==> config.mk <==
export PLATFORM = sky130hd
export DESIGN_NAME = mwcc_wheel_lane
export DESIGN_NICKNAME = d
export VERILOG_FILES = /design/src/hdl/mwcc_pkg.sv /design/src/hdl/mwcc_wheel_lane.sv
export SDC_FILE = /design/constraint.sdc
export NUM_CORES = 2
export LEC_CHECK = 0
export ABC_AREA = 1
export BUFFER_PORTS_ARGS = -buffer_cell sky130_fd_sc_hd__buf_4
export CAP_MARGIN = 20
export CORE_ASPECT_RATIO = 1.1
export CORE_MARGIN = 2
export CORE_UTILIZATION = 50
export DETAILED_ROUTE_END_ITERATION = 6
export MAX_ROUTING_LAYER = met4
export PLACE_DENSITY = 0.73
export RECOVER_POWER = 50
export SYNTH_ARGS = -nofsm -noshare
export SYNTH_HDL_FRONTEND = slang
export SYNTH_SLANG_ARGS = --single-unit
==> constraint.sdc <==
create_clock -name clk -period 8 [get_ports clk]
set_clock_uncertainty 0.15 [all_clocks]
set_input_delay 1.2 -clock clk [delete_from_list [all_inputs] [get_ports clk]]
set_output_delay 1.2 -clock clk [all_outputs]
set_load 0.05 [all_outputs]
==> src/hdl/mwcc_pkg.sv <==
// ----------------------------------------------------------------------------
// mwcc_pkg
// Shared types and constants of the mecanum wheel command controller.
// ----------------------------------------------------------------------------
package mwcc_pkg;

    typedef enum logic [1:0] {
        OP_VELOCITY = 2'd0,
        OP_TICK     = 2'd1,
        OP_ESTOP    = 2'd2,
        OP_ENABLE   = 2'd3
    } op_code_t;

    typedef enum logic [1:0] {
        FRAME_WHEEL  = 2'd0,
        FRAME_ENABLE = 2'd1,
        FRAME_REPLY  = 2'd2
    } frame_kind_t;

    localparam logic [2:0] RPL_ENABLED     = 3'd0;
    localparam logic [2:0] RPL_ALREADY_ON  = 3'd1;
    localparam logic [2:0] RPL_REFUSED     = 3'd2;
    localparam logic [2:0] RPL_DISABLED    = 3'd3;
    localparam logic [2:0] RPL_ALREADY_OFF = 3'd4;

    localparam logic [2:0] REG_GAIN      = 3'd0;
    localparam logic [2:0] REG_HALF_BASE = 3'd1;
    localparam logic [2:0] REG_SMOOTH    = 3'd2;
    localparam logic [2:0] REG_ACCEL     = 3'd3;
    localparam logic [2:0] REG_DECEL     = 3'd4;
    localparam logic [2:0] REG_TIMEOUT   = 3'd5;
    localparam logic [2:0] REG_THRESHOLD = 3'd6;

    localparam int AXES   = 3;
    localparam int WHEELS = 4;

    // wheel i subtracts vy when bit i of NEG_Y is set, subtracts term for NEG_T
    localparam logic [WHEELS-1:0] WHEEL_NEG_Y = 4'b1001;
    localparam logic [WHEELS-1:0] WHEEL_NEG_T = 4'b0101;

    typedef struct packed {
        logic        smoothing;
        logic        stopping;
        logic [15:0] accel;
        logic [15:0] decel;
    } axis_cfg_t;

    typedef enum logic [2:0] {
        LN_IDLE,
        LN_DIV,
        LN_SQ,
        LN_CUBE,
        LN_POLY,
        LN_MUL,
        LN_RND
    } lane_state_t;

    typedef enum logic [1:0] {
        WL_IDLE,
        WL_MUL,
        WL_SAT
    } wheel_state_t;

    typedef enum logic [3:0] {
        ST_IDLE,
        ST_EASE_GO,
        ST_EASE_WAIT,
        ST_MERGE,
        ST_TERM_MUL,
        ST_TERM_RND,
        ST_WHEEL_GO,
        ST_WHEEL_WAIT,
        ST_SEND_ENA,
        ST_SEND_WHL,
        ST_SEND_RPL
    } ctrl_state_t;

endpackage

==> src/hdl/mwcc_wheel_lane.sv <==
// ----------------------------------------------------------------------------
// mwcc_wheel_lane
// One wheel: signed body velocity sum, gain multiply, rounding and int16
// saturation.
// ----------------------------------------------------------------------------
module mwcc_wheel_lane
    import mwcc_pkg::*;
(
    input  logic               clk,
    input  logic               rst_n,
    input  logic               start,
    input  logic               neg_y,
    input  logic               neg_t,
    input  logic signed [31:0] vx,
    input  logic signed [31:0] vy,
    input  logic signed [36:0] term,
    input  logic        [15:0] gain,
    output logic               busy,
    output logic signed [15:0] speed
);

    wheel_state_t       state_reg;
    logic signed [37:0] sum_reg;
    logic signed [54:0] prod_reg;
    logic signed [15:0] speed_reg;

    logic signed [37:0] vx_ext;
    logic signed [37:0] vy_ext;
    logic signed [37:0] t_ext;
    logic signed [37:0] sum;
    logic signed [55:0] rnd_sum;
    logic signed [38:0] rnd_val;
    logic signed [15:0] sat;

    always_comb
    begin
        vx_ext  = 38'(vx);
        vy_ext  = 38'(vy);
        t_ext   = 38'(term);
        sum     = vx_ext + (neg_y ? -vy_ext : vy_ext) + (neg_t ? -t_ext : t_ext);
        rnd_sum = {prod_reg[54], prod_reg} + 56'sd32768 - 56'(prod_reg[54]);
        rnd_val = 39'(rnd_sum >>> 16);
        if (rnd_val > 39'sd32767)
            sat = 16'sh7FFF;
        else if (rnd_val < -39'sd32768)
            sat = 16'sh8000;
        else
            sat = rnd_val[15:0];
    end

    always_ff @(posedge clk or negedge rst_n)
    begin
        if (!rst_n)
        begin
            state_reg <= WL_IDLE;
            speed_reg <= '0;
        end
        else
        begin
            case (state_reg)
                WL_IDLE:
                begin
                    if (start)
                    begin
                        sum_reg   <= sum;
                        state_reg <= WL_MUL;
                    end
                end
                WL_MUL:
                begin
                    prod_reg  <= 55'(sum_reg) * 55'($signed({1'b0, gain}));
                    state_reg <= WL_SAT;
                end
                WL_SAT:
                begin
                    speed_reg <= sat;
                    state_reg <= WL_IDLE;
                end
                default:
                begin
                    state_reg <= WL_IDLE;
                end
            endcase
        end
    end

    assign busy  = (state_reg != WL_IDLE);
    assign speed = speed_reg;

endmodule

==> reports/results.ini <==
[global_route]
met2_usage = 0.4575
grt_pass1_vias = 30547
grt_max_degree = 56
busiest_layer = met2
grt_pass1_wl_um = 145500
grtUsageMet3 = 0.02809
gr-usage-met1 = 0.3055
antenna_found_initial = 2
grt_overflow = 0
grt_usage = 0.2583

[clock_tree]
clock-sinks = 111
cts_tree = built
postCtsHoldBufs = 0
insertion_delay_ns = 0.40
htreeDepth = 3
clk_pin_slew_ns = 0.08
cts_buffers = 9
root_buffer = clkbuf_16
clockBufferDepth = 2
postCtsSetupBuffers = 0
ctsResizeCount = 0

[layout]
register_area_sq_mm = 0.003243
multi_input_area_sq_mm = 0.02555
n_fill_cell = 6802
nets = 5762
drive_gt1_frac = 0.03988
largest_register_ff_count = 55
syn2layout_area_growth_pct = 5.515

[sta]
drv_slew = 95
tns_ns = 0
setup_viol = 0
fin_crit_sh = 0.9249
rsz0062_at_grt = false
slew_headroom = -0.9488
period_needed_ns = 7.399
fmax_mhz = 135.2
holdWs_ns = 0.3007
worstMarginPinSlew_ns = 2.923
finalHoldViolCount = 0

[synth]
syn_avg_cell_area_sq_um = 7.238
seq_area_frac_synth = 0.09336
yosys_register_bits = 111
syn-num-nets = 5752
synth_area_sq_mm = 0.03474
ys_types = 51
synth_ff_type = edfxtp_1
async_flop_share = 0.1622
syn_inst = 4799
synth_edf_count = 93
yosysWarnings = 0

[worst_setup_path]
cp.required_ns = 7.99
critPathLaunchType = primary input
critPathKind = primary input to flip-flop
endpoint_kind = flip-flop
worstPathMaxFanout = 38
critPathArrivalTime_ns = 7.39

[place]
gp_congestion = 0.9899
dp_hpwl_um = 74810
io_buffers = 138

[detailed_routing]
vias = 28679
via_per_inst = 4.994
wl_per_cell_um = 15.06
drtAntennaViolNets = 0
wirelength_um = 86460
firstDrtPassIters = 6
route.detailed.drc = 0
drt-initial-drc-count = 1632

[die]
fp.coreArea_sq_mm = 0.06887
num_rows = 101
die-area_sq_mm = 0.07160
num_io_pins = 139
die_w_um = 255.3
die_y_um = 280.4
initial_core_util = 0.5044

[min_path]
hold_class = flip-flop to flip-flop

[outcome]
outcome = finished, violations left
failed_checks = capacitance limit, slew limit

[flow_run]
maxCapViolations = 2

-- path summary, 6_finish.rpt --
path	to	from	depth (start not counted)	slack (ns)
setup reg to reg	prod_reg[42]	sum_reg[5]	22	0.94
min in group asynchronous	speed[12]	rst_n	1	0.75
hold / removal	state_reg[1]	state_reg[1]	1	0.30
setup / recovery	prod_reg[42]	gain[8]	23	0.60
max in group asynchronous	speed[8]	rst_n	1	6.38
hold reg to reg	state_reg[1]	state_reg[1]	1	0.30
-- cells in the mapped netlist (31+ instances only) --
cell      count  area, sq um
nand4_1      31        193.9
xnor2_1      66        578.1
fa_1        611        12230
xor2_1      108        945.9
clkbuf_1    145        544.3
nand2_1    1275         4786
a21oi_1     179        895.9
o21ai_0      95        475.5
edfxtp_1     93         2793
inv_1      1419         5326
ha_1        220         2753
nor2_1      259        972.2
nor3_1       31        155.2
nand3_1      80        400.4
-- per-stage QoR --
step                cells    util  instance area (sq um)  setup WS, ns
floorplan            4799       -                  34740        0.8551
global route         5743  0.5322                  36650        0.2743
finish               5743  0.5322                  36650        0.6011
global placement     5725  0.5292                  36450        0.3891
CTS                  5741  0.5333                  36730        0.6477
detailed placement   5725  0.5292                  36450        0.2256
-- critical path, cell delays in order --
cell      delay (ns)
buf_4           0.38
nand2_1         0.16
fa_1            0.57
inv_1           0.05
fa_1            0.51
inv_1           0.06
fa_1            0.52
inv_1           0.05
fa_1            0.45
fa_1            0.49
inv_1           0.06
fa_1            0.52
inv_1           0.04
ha_1            0.35
a21oi_1         0.25
o21ai_0         0.15
a21oi_1         0.17
o211ai_1        0.21
a21oi_1         0.36
o21ai_2         0.15
a21boi_0        0.36
o21ai_0         0.18
xor2_1          0.16
-- per-layer routing --
metal,up-vias,part of all wire
li1,13886,-
met1,13741,0.41
met2,878,0.50
met3,174,0.054
met4,0,0.034
met5,-,0
-- placed cells by master, fill, tap and decap left out, types with 3 or more instances in the layout --
master,synthesis,routed
nand4_1,31,31
inv_1,1419,1419
o31ai_1,6,6
clkbuf_16,0,10
xor2_1,108,108
and2_1,5,5
dfrtp_1,18,18
xnor2_1,66,66
edfxtp_1,93,93
nand3b_1,9,9
nand2_2,7,7
buf_4,0,132
a31oi_1,15,15
o21a_1,16,16
nor2_1,259,259
nand2_1,1275,1275
nor3_2,5,5
fa_1,611,611
a21boi_0,5,5
o211ai_1,5,5
a21o_1,5,5
o21bai_1,11,11
nand3_2,5,5
o221ai_1,8,8
clkbuf_1,145,23
nor3_1,31,31
ha_1,220,220
a211oi_1,3,3
nand3_1,80,80
o21ai_1,10,10
a21oi_1,179,179
nor2_2,14,14
or2_2,4,4
o21ai_0,95,95
nor4_1,7,7
o2111ai_1,3,3
-- layout make-up --
type                            instances  area share
Inverter                             1422      0.1456
Tap cell                              927     0.03164
Clock inverter                          3   0.0006145
Sequential cell                       111     0.08848
Timing Repair Buffer                  153     0.02929
Clock buffer                           13    0.007135
Multi-Input combinational cell       3112      0.6971
Antenna cell                            2   0.0001365
-- cell families (layout without fill, tap and decap cells) --
family                   count (synthesis)  in the layout  synth area share
other                                    0              2                 0
AND/OR/NAND/NOR                       1738           1738            0.2008
adder cells (fa/ha/maj)                831            831            0.4314
AO/OA/AOI/OAI                          369            369           0.05943
XOR/XNOR                               174            174           0.04387
flip-flops                             111            111           0.09336
buffers and inverters                 1576           1591            0.1711
Power is not shown: default switching activity piles up to over one toggle a cycle in this logic, so the estimate is an artifact.
