File: config.mk
export PLATFORM = sky130hd
export DESIGN_NAME = mwcc_axis_lane
export DESIGN_NICKNAME = d
export VERILOG_FILES = /design/src/hdl/mwcc_pkg.sv /design/src/hdl/mwcc_axis_lane.sv
export SDC_FILE = /design/constraint.sdc
export NUM_CORES = 2
export LEC_CHECK = 0
export ABC_AREA = 1
export BUFFER_PORTS_ARGS = -buffer_cell sky130_fd_sc_hd__buf_4
export CAP_MARGIN = 20
export CORE_ASPECT_RATIO = 1.5
export CORE_MARGIN = 5
export CORE_UTILIZATION = 35
export DETAILED_ROUTE_END_ITERATION = 8
export PLACE_DENSITY = 0.48
export SKIP_LAST_GASP = 1
export SLEW_MARGIN = 0
export SYNTH_ARGS = -nofsm -noshare
export SYNTH_HDL_FRONTEND = slang
export SYNTH_SLANG_ARGS = --single-unit
export TNS_END_PERCENT = 30
File: constraint.sdc
create_clock -name clk -period 7.7 [get_ports clk]
set_input_delay 1.54 -clock clk [delete_from_list [all_inputs] [get_ports clk]]
set_output_delay 1.54 -clock clk [all_outputs]
set_load 0.1 [all_outputs]
File: src/hdl/mwcc_pkg.sv
// ----------------------------------------------------------------------------
// mwcc_pkg
// Shared types and constants of the mecanum wheel command controller.
// ----------------------------------------------------------------------------
package mwcc_pkg;

    typedef enum logic [1:0] {
        OP_VELOCITY = 2'd0,
        OP_TICK     = 2'd1,
        OP_ESTOP    = 2'd2,
        OP_ENABLE   = 2'd3
    } op_code_t;

    typedef enum logic [1:0] {
        FRAME_WHEEL  = 2'd0,
        FRAME_ENABLE = 2'd1,
        FRAME_REPLY  = 2'd2
    } frame_kind_t;

    localparam logic [2:0] RPL_ENABLED     = 3'd0;
    localparam logic [2:0] RPL_ALREADY_ON  = 3'd1;
    localparam logic [2:0] RPL_REFUSED     = 3'd2;
    localparam logic [2:0] RPL_DISABLED    = 3'd3;
    localparam logic [2:0] RPL_ALREADY_OFF = 3'd4;

    localparam logic [2:0] REG_GAIN      = 3'd0;
    localparam logic [2:0] REG_HALF_BASE = 3'd1;
    localparam logic [2:0] REG_SMOOTH    = 3'd2;
    localparam logic [2:0] REG_ACCEL     = 3'd3;
    localparam logic [2:0] REG_DECEL     = 3'd4;
    localparam logic [2:0] REG_TIMEOUT   = 3'd5;
    localparam logic [2:0] REG_THRESHOLD = 3'd6;

    localparam int AXES   = 3;
    localparam int WHEELS = 4;

    // wheel i subtracts vy when bit i of NEG_Y is set, subtracts term for NEG_T
    localparam logic [WHEELS-1:0] WHEEL_NEG_Y = 4'b1001;
    localparam logic [WHEELS-1:0] WHEEL_NEG_T = 4'b0101;

    typedef struct packed {
        logic        smoothing;
        logic        stopping;
        logic [15:0] accel;
        logic [15:0] decel;
    } axis_cfg_t;

    typedef enum logic [2:0] {
        LN_IDLE,
        LN_DIV,
        LN_SQ,
        LN_CUBE,
        LN_POLY,
        LN_MUL,
        LN_RND
    } lane_state_t;

    typedef enum logic [1:0] {
        WL_IDLE,
        WL_MUL,
        WL_SAT
    } wheel_state_t;

    typedef enum logic [3:0] {
        ST_IDLE,
        ST_EASE_GO,
        ST_EASE_WAIT,
        ST_MERGE,
        ST_TERM_MUL,
        ST_TERM_RND,
        ST_WHEEL_GO,
        ST_WHEEL_WAIT,
        ST_SEND_ENA,
        ST_SEND_WHL,
        ST_SEND_RPL
    } ctrl_state_t;

endpackage

File: src/hdl/mwcc_axis_lane.sv
// ----------------------------------------------------------------------------
// mwcc_axis_lane
// One velocity axis: smoothstep easing of current toward target, with an
// iterative divider for the time fraction and registered multiplies.
// ----------------------------------------------------------------------------
module mwcc_axis_lane
    import mwcc_pkg::*;
(
    input  logic               clk,
    input  logic               rst_n,
    input  logic               start,
    input  axis_cfg_t          cfg,
    input  logic        [31:0] dt,
    input  logic signed [31:0] cur,
    input  logic signed [31:0] tgt,
    output logic               busy,
    output logic signed [31:0] result
);

    lane_state_t        state_reg;
    logic        [16:0] rem_reg;
    logic        [15:0] quo_reg;
    logic        [3:0]  cnt_reg;
    logic        [15:0] dur_reg;
    logic        [16:0] t_reg;
    logic        [33:0] sq_reg;
    logic        [49:0] cube_reg;
    logic        [16:0] s_reg;
    logic signed [50:0] prod_reg;
    logic signed [31:0] result_reg;

    logic        [32:0] abs_cur;
    logic        [32:0] abs_tgt;
    logic        [15:0] dur;
    logic        [16:0] rem_sh;
    logic               q_bit;
    logic        [50:0] poly;
    logic signed [32:0] diff;
    logic signed [51:0] rnd_sum;
    logic signed [35:0] rnd_val;
    logic signed [35:0] new_val;

    always_comb
    begin
        abs_cur = cur[31] ? -{cur[31], cur} : {cur[31], cur};
        abs_tgt = tgt[31] ? -{tgt[31], tgt} : {tgt[31], tgt};
        dur     = (cfg.stopping || (abs_tgt <= abs_cur)) ? cfg.decel : cfg.accel;
        rem_sh  = {rem_reg[15:0], 1'b0};
        q_bit   = (rem_sh >= {1'b0, dur_reg});
        poly    = (51'({sq_reg, 16'b0}) * 51'd3) - 51'({cube_reg, 1'b0});
        diff    = {tgt[31], tgt} - {cur[31], cur};
        rnd_sum = {prod_reg[50], prod_reg} + 52'sd32768 - 52'(prod_reg[50]);
        rnd_val = 36'(rnd_sum >>> 16);
        new_val = 36'(cur) + rnd_val;
    end

    always_ff @(posedge clk or negedge rst_n)
    begin
        if (!rst_n)
        begin
            state_reg  <= LN_IDLE;
            cnt_reg    <= '0;
            result_reg <= '0;
        end
        else
        begin
            case (state_reg)
                LN_IDLE:
                begin
                    if (start)
                    begin
                        dur_reg <= dur;
                        if (!cfg.smoothing || (dur == '0))
                        begin
                            result_reg <= tgt;
                        end
                        else if (dt >= {16'b0, dur})
                        begin
                            t_reg     <= 17'h10000;
                            state_reg <= LN_SQ;
                        end
                        else
                        begin
                            rem_reg   <= {1'b0, dt[15:0]};
                            quo_reg   <= '0;
                            cnt_reg   <= '0;
                            state_reg <= LN_DIV;
                        end
                    end
                end
                LN_DIV:
                begin
                    rem_reg <= q_bit ? (rem_sh - {1'b0, dur_reg}) : rem_sh;
                    quo_reg <= {quo_reg[14:0], q_bit};
                    cnt_reg <= cnt_reg + 4'd1;
                    if (cnt_reg == 4'd15)
                    begin
                        t_reg     <= {1'b0, quo_reg[14:0], q_bit};
                        state_reg <= LN_SQ;
                    end
                end
                LN_SQ:
                begin
                    sq_reg    <= 34'(t_reg) * 34'(t_reg);
                    state_reg <= LN_CUBE;
                end
                LN_CUBE:
                begin
                    cube_reg  <= 50'(sq_reg) * 50'(t_reg);
                    state_reg <= LN_POLY;
                end
                LN_POLY:
                begin
                    s_reg     <= poly[48:32];
                    state_reg <= LN_MUL;
                end
                LN_MUL:
                begin
                    prod_reg  <= 51'(diff) * 51'($signed({1'b0, s_reg}));
                    state_reg <= LN_RND;
                end
                LN_RND:
                begin
                    result_reg <= new_val[31:0];
                    state_reg  <= LN_IDLE;
                end
                default:
                begin
                    state_reg <= LN_IDLE;
                end
            endcase
        end
    end

    assign busy   = (state_reg != LN_IDLE);
    assign result = result_reg;

endmodule

==> results by group <==
Global routing
  • Largest net degree at the start of global routing: 50
  • First-pass GRT wire length: about 360000 um
  • Vias in the first global route: around 64000
  • Remaining Overflow, GRT: 0
  • All-layer global routing usage: 23.6%
  • Initial antenna violation count: 3

Route
  • Number of routed nets with antenna violations: 0
  • Via density: slightly below 5
  • Drt wl/cell: around 20 um
  • Drt first pass iters: 5
  • DR iter-0 viols: approximately 2700
  • Vias: 57379
  • Post-route DRC: 0
  • Wirelength, routed: ~240000 um

Setup path
  • Slowest CP cell: fa_1
  • Worst Reg-to-Reg Cells: 24
  • Worst reg2reg setup slack: between 0.6 and 0.7 ns
  • RR Endpoint: cube_reg[43]
  • WP data required: around 8 ns
  • CP peak stage delay: 0.57 ns
  • Worst reg2reg startpoint: t_reg[2]
  • CP Max Fanout: 5
  • Data arrival time of the critical path: around 8.7 ns
  • Crit Path Class: input pin to flop
  • Crit path launch type: input pin
  • CP endpoint kind: flop

CTS
  • Clk slew on worst S/H paths: around 0.07 ns
  • Hold buffers post-CTS: 0
  • CTS tree: built
  • Root buf cell: clkbuf_16
  • TritonCTS buffer count: 35
  • Worst skew pair latency: around 0.63 ns
  • CTS max path bufs: 3
  • H-tree levels: 2
  • Clk sinks: 250

Floorplanning
  • Initial Util: 35.2%
  • Placeable Area: about 190000 um2
  • Die width: approximately 370 um
  • I/O Pins: 166
  • Die H: 546 um
  • Row cnt: ~200
  • Die area: roughly 200000 um2

STA
  • PnR worst setup slack: -0.629 ns
  • Final Hold Viols: 0
  • Slew @ Worst Pin: approximately 0.99 ns
  • Fmax: between 100 and 150 MHz
  • Final Max Tran Viols: 0
  • Period utilization: 108%
  • Worst slew margin: about a third
  • Clk_skew: ~0.046 ns
  • Final setup violation count: 27
  • RSZ-0062 raised after global routing: yes
  • Min Tclk post-route: 8.33 ns

Outcome
  • Run status: finished with violations
  • Failing checks: setup timing

Synth
  • Top cell type's share of synthesized area: a little over a third
  • Syn Area/Cell: around 7.9 um2
  • Syn Std Cell Area: 66900 um2
  • Synth Instances: about 8500
  • Synth area leader: fa_1
  • Netlist cell types: 62
  • EDFF count, synth: roughly 210
  • Async S/R FF share, synth: between 10% and 20%
  • Synthesis-stage register bit count: 250
  • Most used DFF post-synth: edfxtp_1
  • Main area contributors after synthesis: fa_1 (36%), inv_1 (12%), ha_1 (11%)
  • Warnings from Yosys: 0
  • Register area share after synthesis: 10.9%

Layout
  • Fill cells: 19652
  • Total Nets Final: around 11000
  • Final cell count without fillers: between 10000 and 15000
  • Synth-to-layout area growth: 19.1%
  • Share of layout cells above drive strength 1: around 16%
  • Seq. cell area: approximately 7300 um2
  • Max reg flops: between 40 and 50
  • Area of the multi-input gates: 52200 um2

Hold path
  • Worst Hold Class: flop to flop
  • Worst hold endpoint: result[28]
  • Hold path start: result[28]
  • Hold Path Cell Cnt: 2

Flow run
  • Max-cap violations: 0

Placement
  • DP HPWL: 201000 um
  • GPL Wtd Cong: a little over 0.9
  • Port Buffers: approximately 170
  • Placed cells: between 10000 and 15000
[stage by stage]
stage | setup WS (ns) | setup TNS (ns) | hold WS [ns] | instance area, um2 | util, %
after floorplan | -0.694 | -10.42 | 0.424 | 67500 | -
after CTS | -0.568 | -9.98 | 0.477 | 78800 | 41.4
after detailed placement | -1.75 | -49.67 | 0.461 | 76300 | 40.1
after global placement | -1.72 | -47.63 | 0.455 | 76300 | 40.1
final | -0.629 | -11.82 | 0.472 | 79700 | 41.9
after global routing | -0.885 | -21.94 | 0.494 | 79700 | 41.9
[cells by family (layout without fill, tap and decap cells)]
kind of cell	after synthesis	in the layout	synth area share (%)
compound gates	874	874	7.36
xor+xnor	306	306	4.07
fa+ha+maj	1775	1775	46.6
buf+inv	2483	3198	14.0
flops	250	250	10.9
other cells	2	12	0.0112
simple gates	2797	2797	17.0
[worst max-delay path: cells and delay by family]
kind | cells | cell delay (ns)
xor gates and xnor gates | 1 | 0.16
and+or+nand+nor | 17 | 1.45
buffers and inverters | 9 | 0.61
adders and majority gates | 9 | 3.85
AOI/OAI and AO/OA | 6 | 1.10
[placed cells by master (no fill, tap or decap), types with 12 or more instances in the layout]
master,netlist,final
o211ai_1,12,12
nand3_1,191,181
nor4_1,25,24
ha_4,0,36
a31oi_1,57,49
o21bai_1,27,25
xor2_1,198,193
nand4_1,79,79
nor3_1,54,47
a21o_1,24,24
nand2_2,10,46
o21ai_0,235,219
buf_4,3,841
a21boi_0,20,17
inv_2,4,59
a21oi_2,1,33
edfxtp_1,211,211
nor2_4,2,26
inv_1,2201,2132
a21oi_1,404,363
clkbuf_16,0,35
fa_1,1199,1155
nor2_1,621,573
nand2_4,1,27
nor2_2,2,26
nand2_1,1732,1665
or2_2,60,50
dfrtp_1,39,39
xnor2_1,103,102
buf_6,5,45
fa_2,0,44
buf_12,0,35
o21a_1,30,29
ha_1,576,540
[cell usage after synthesis, drive strengths merged, types with 5 or more instances]
master	number
ha	576
o2111ai	7
a21oi	405
a211oi	8
clkinv	5
nand3	195
o21ai	244
nand4	80
nor2	625
a221oi	7
nor3	54
o31ai	9
clkbuf	232
o221ai	11
buf	41
xor2	201
fa	1199
and3	6
o211ai	12
a21o	24
nand3b	5
o21a	30
a21boi	20
nor4	25
nand2	1743
or2	61
dfrtp	39
o21bai	28
xnor2	104
edfxtp	211
inv	2205
a31oi	57
[layout make-up]
type                       count  area share, %
antenna                        2        0.00628
clock buffer                  43           1.15
clock inverter                19          0.242
inverter                    2210           10.5
multi-input combinational   5762           65.5
sequential                   250           9.17
tap                         2475           3.89
timing repair buffer         926           9.56
[how the worst max path moves through the flow]
stage / depth (start not counted) / endpoint / startpoint
2_1_floorplan: 41 / prod_reg[44] / tgt[0]
3_3_place_gp: 41 / prod_reg[44] / tgt[0]
3_5_place_dp: 41 / prod_reg[44] / tgt[0]
4_1_cts: 36 / prod_reg[50] / tgt[0]
5_1_grt: 40 / prod_reg[50] / tgt[0]
6_report: 42 / prod_reg[44] / tgt[0]
[routing by layer]
layer	global-route usage (%)	vias to the layer above	routed length (um)
met2	47.5	1209	132000
met5	0	-	0
met4	12.0	0	15300
li1	-	26813	-
met3	1.97	578	6860
met1	23.9	28779	83000
[timing repair]
item,CTS,global route
gates cloned,1,0
pin swaps,192,102
endpoints found under the setup margin,33,64
setup buffers,52,23
resized for setup,283,169
Power is left out: the tool's default activity adds up to more than one toggle a clock period on the data nets, which glitch-free logic cannot reach.
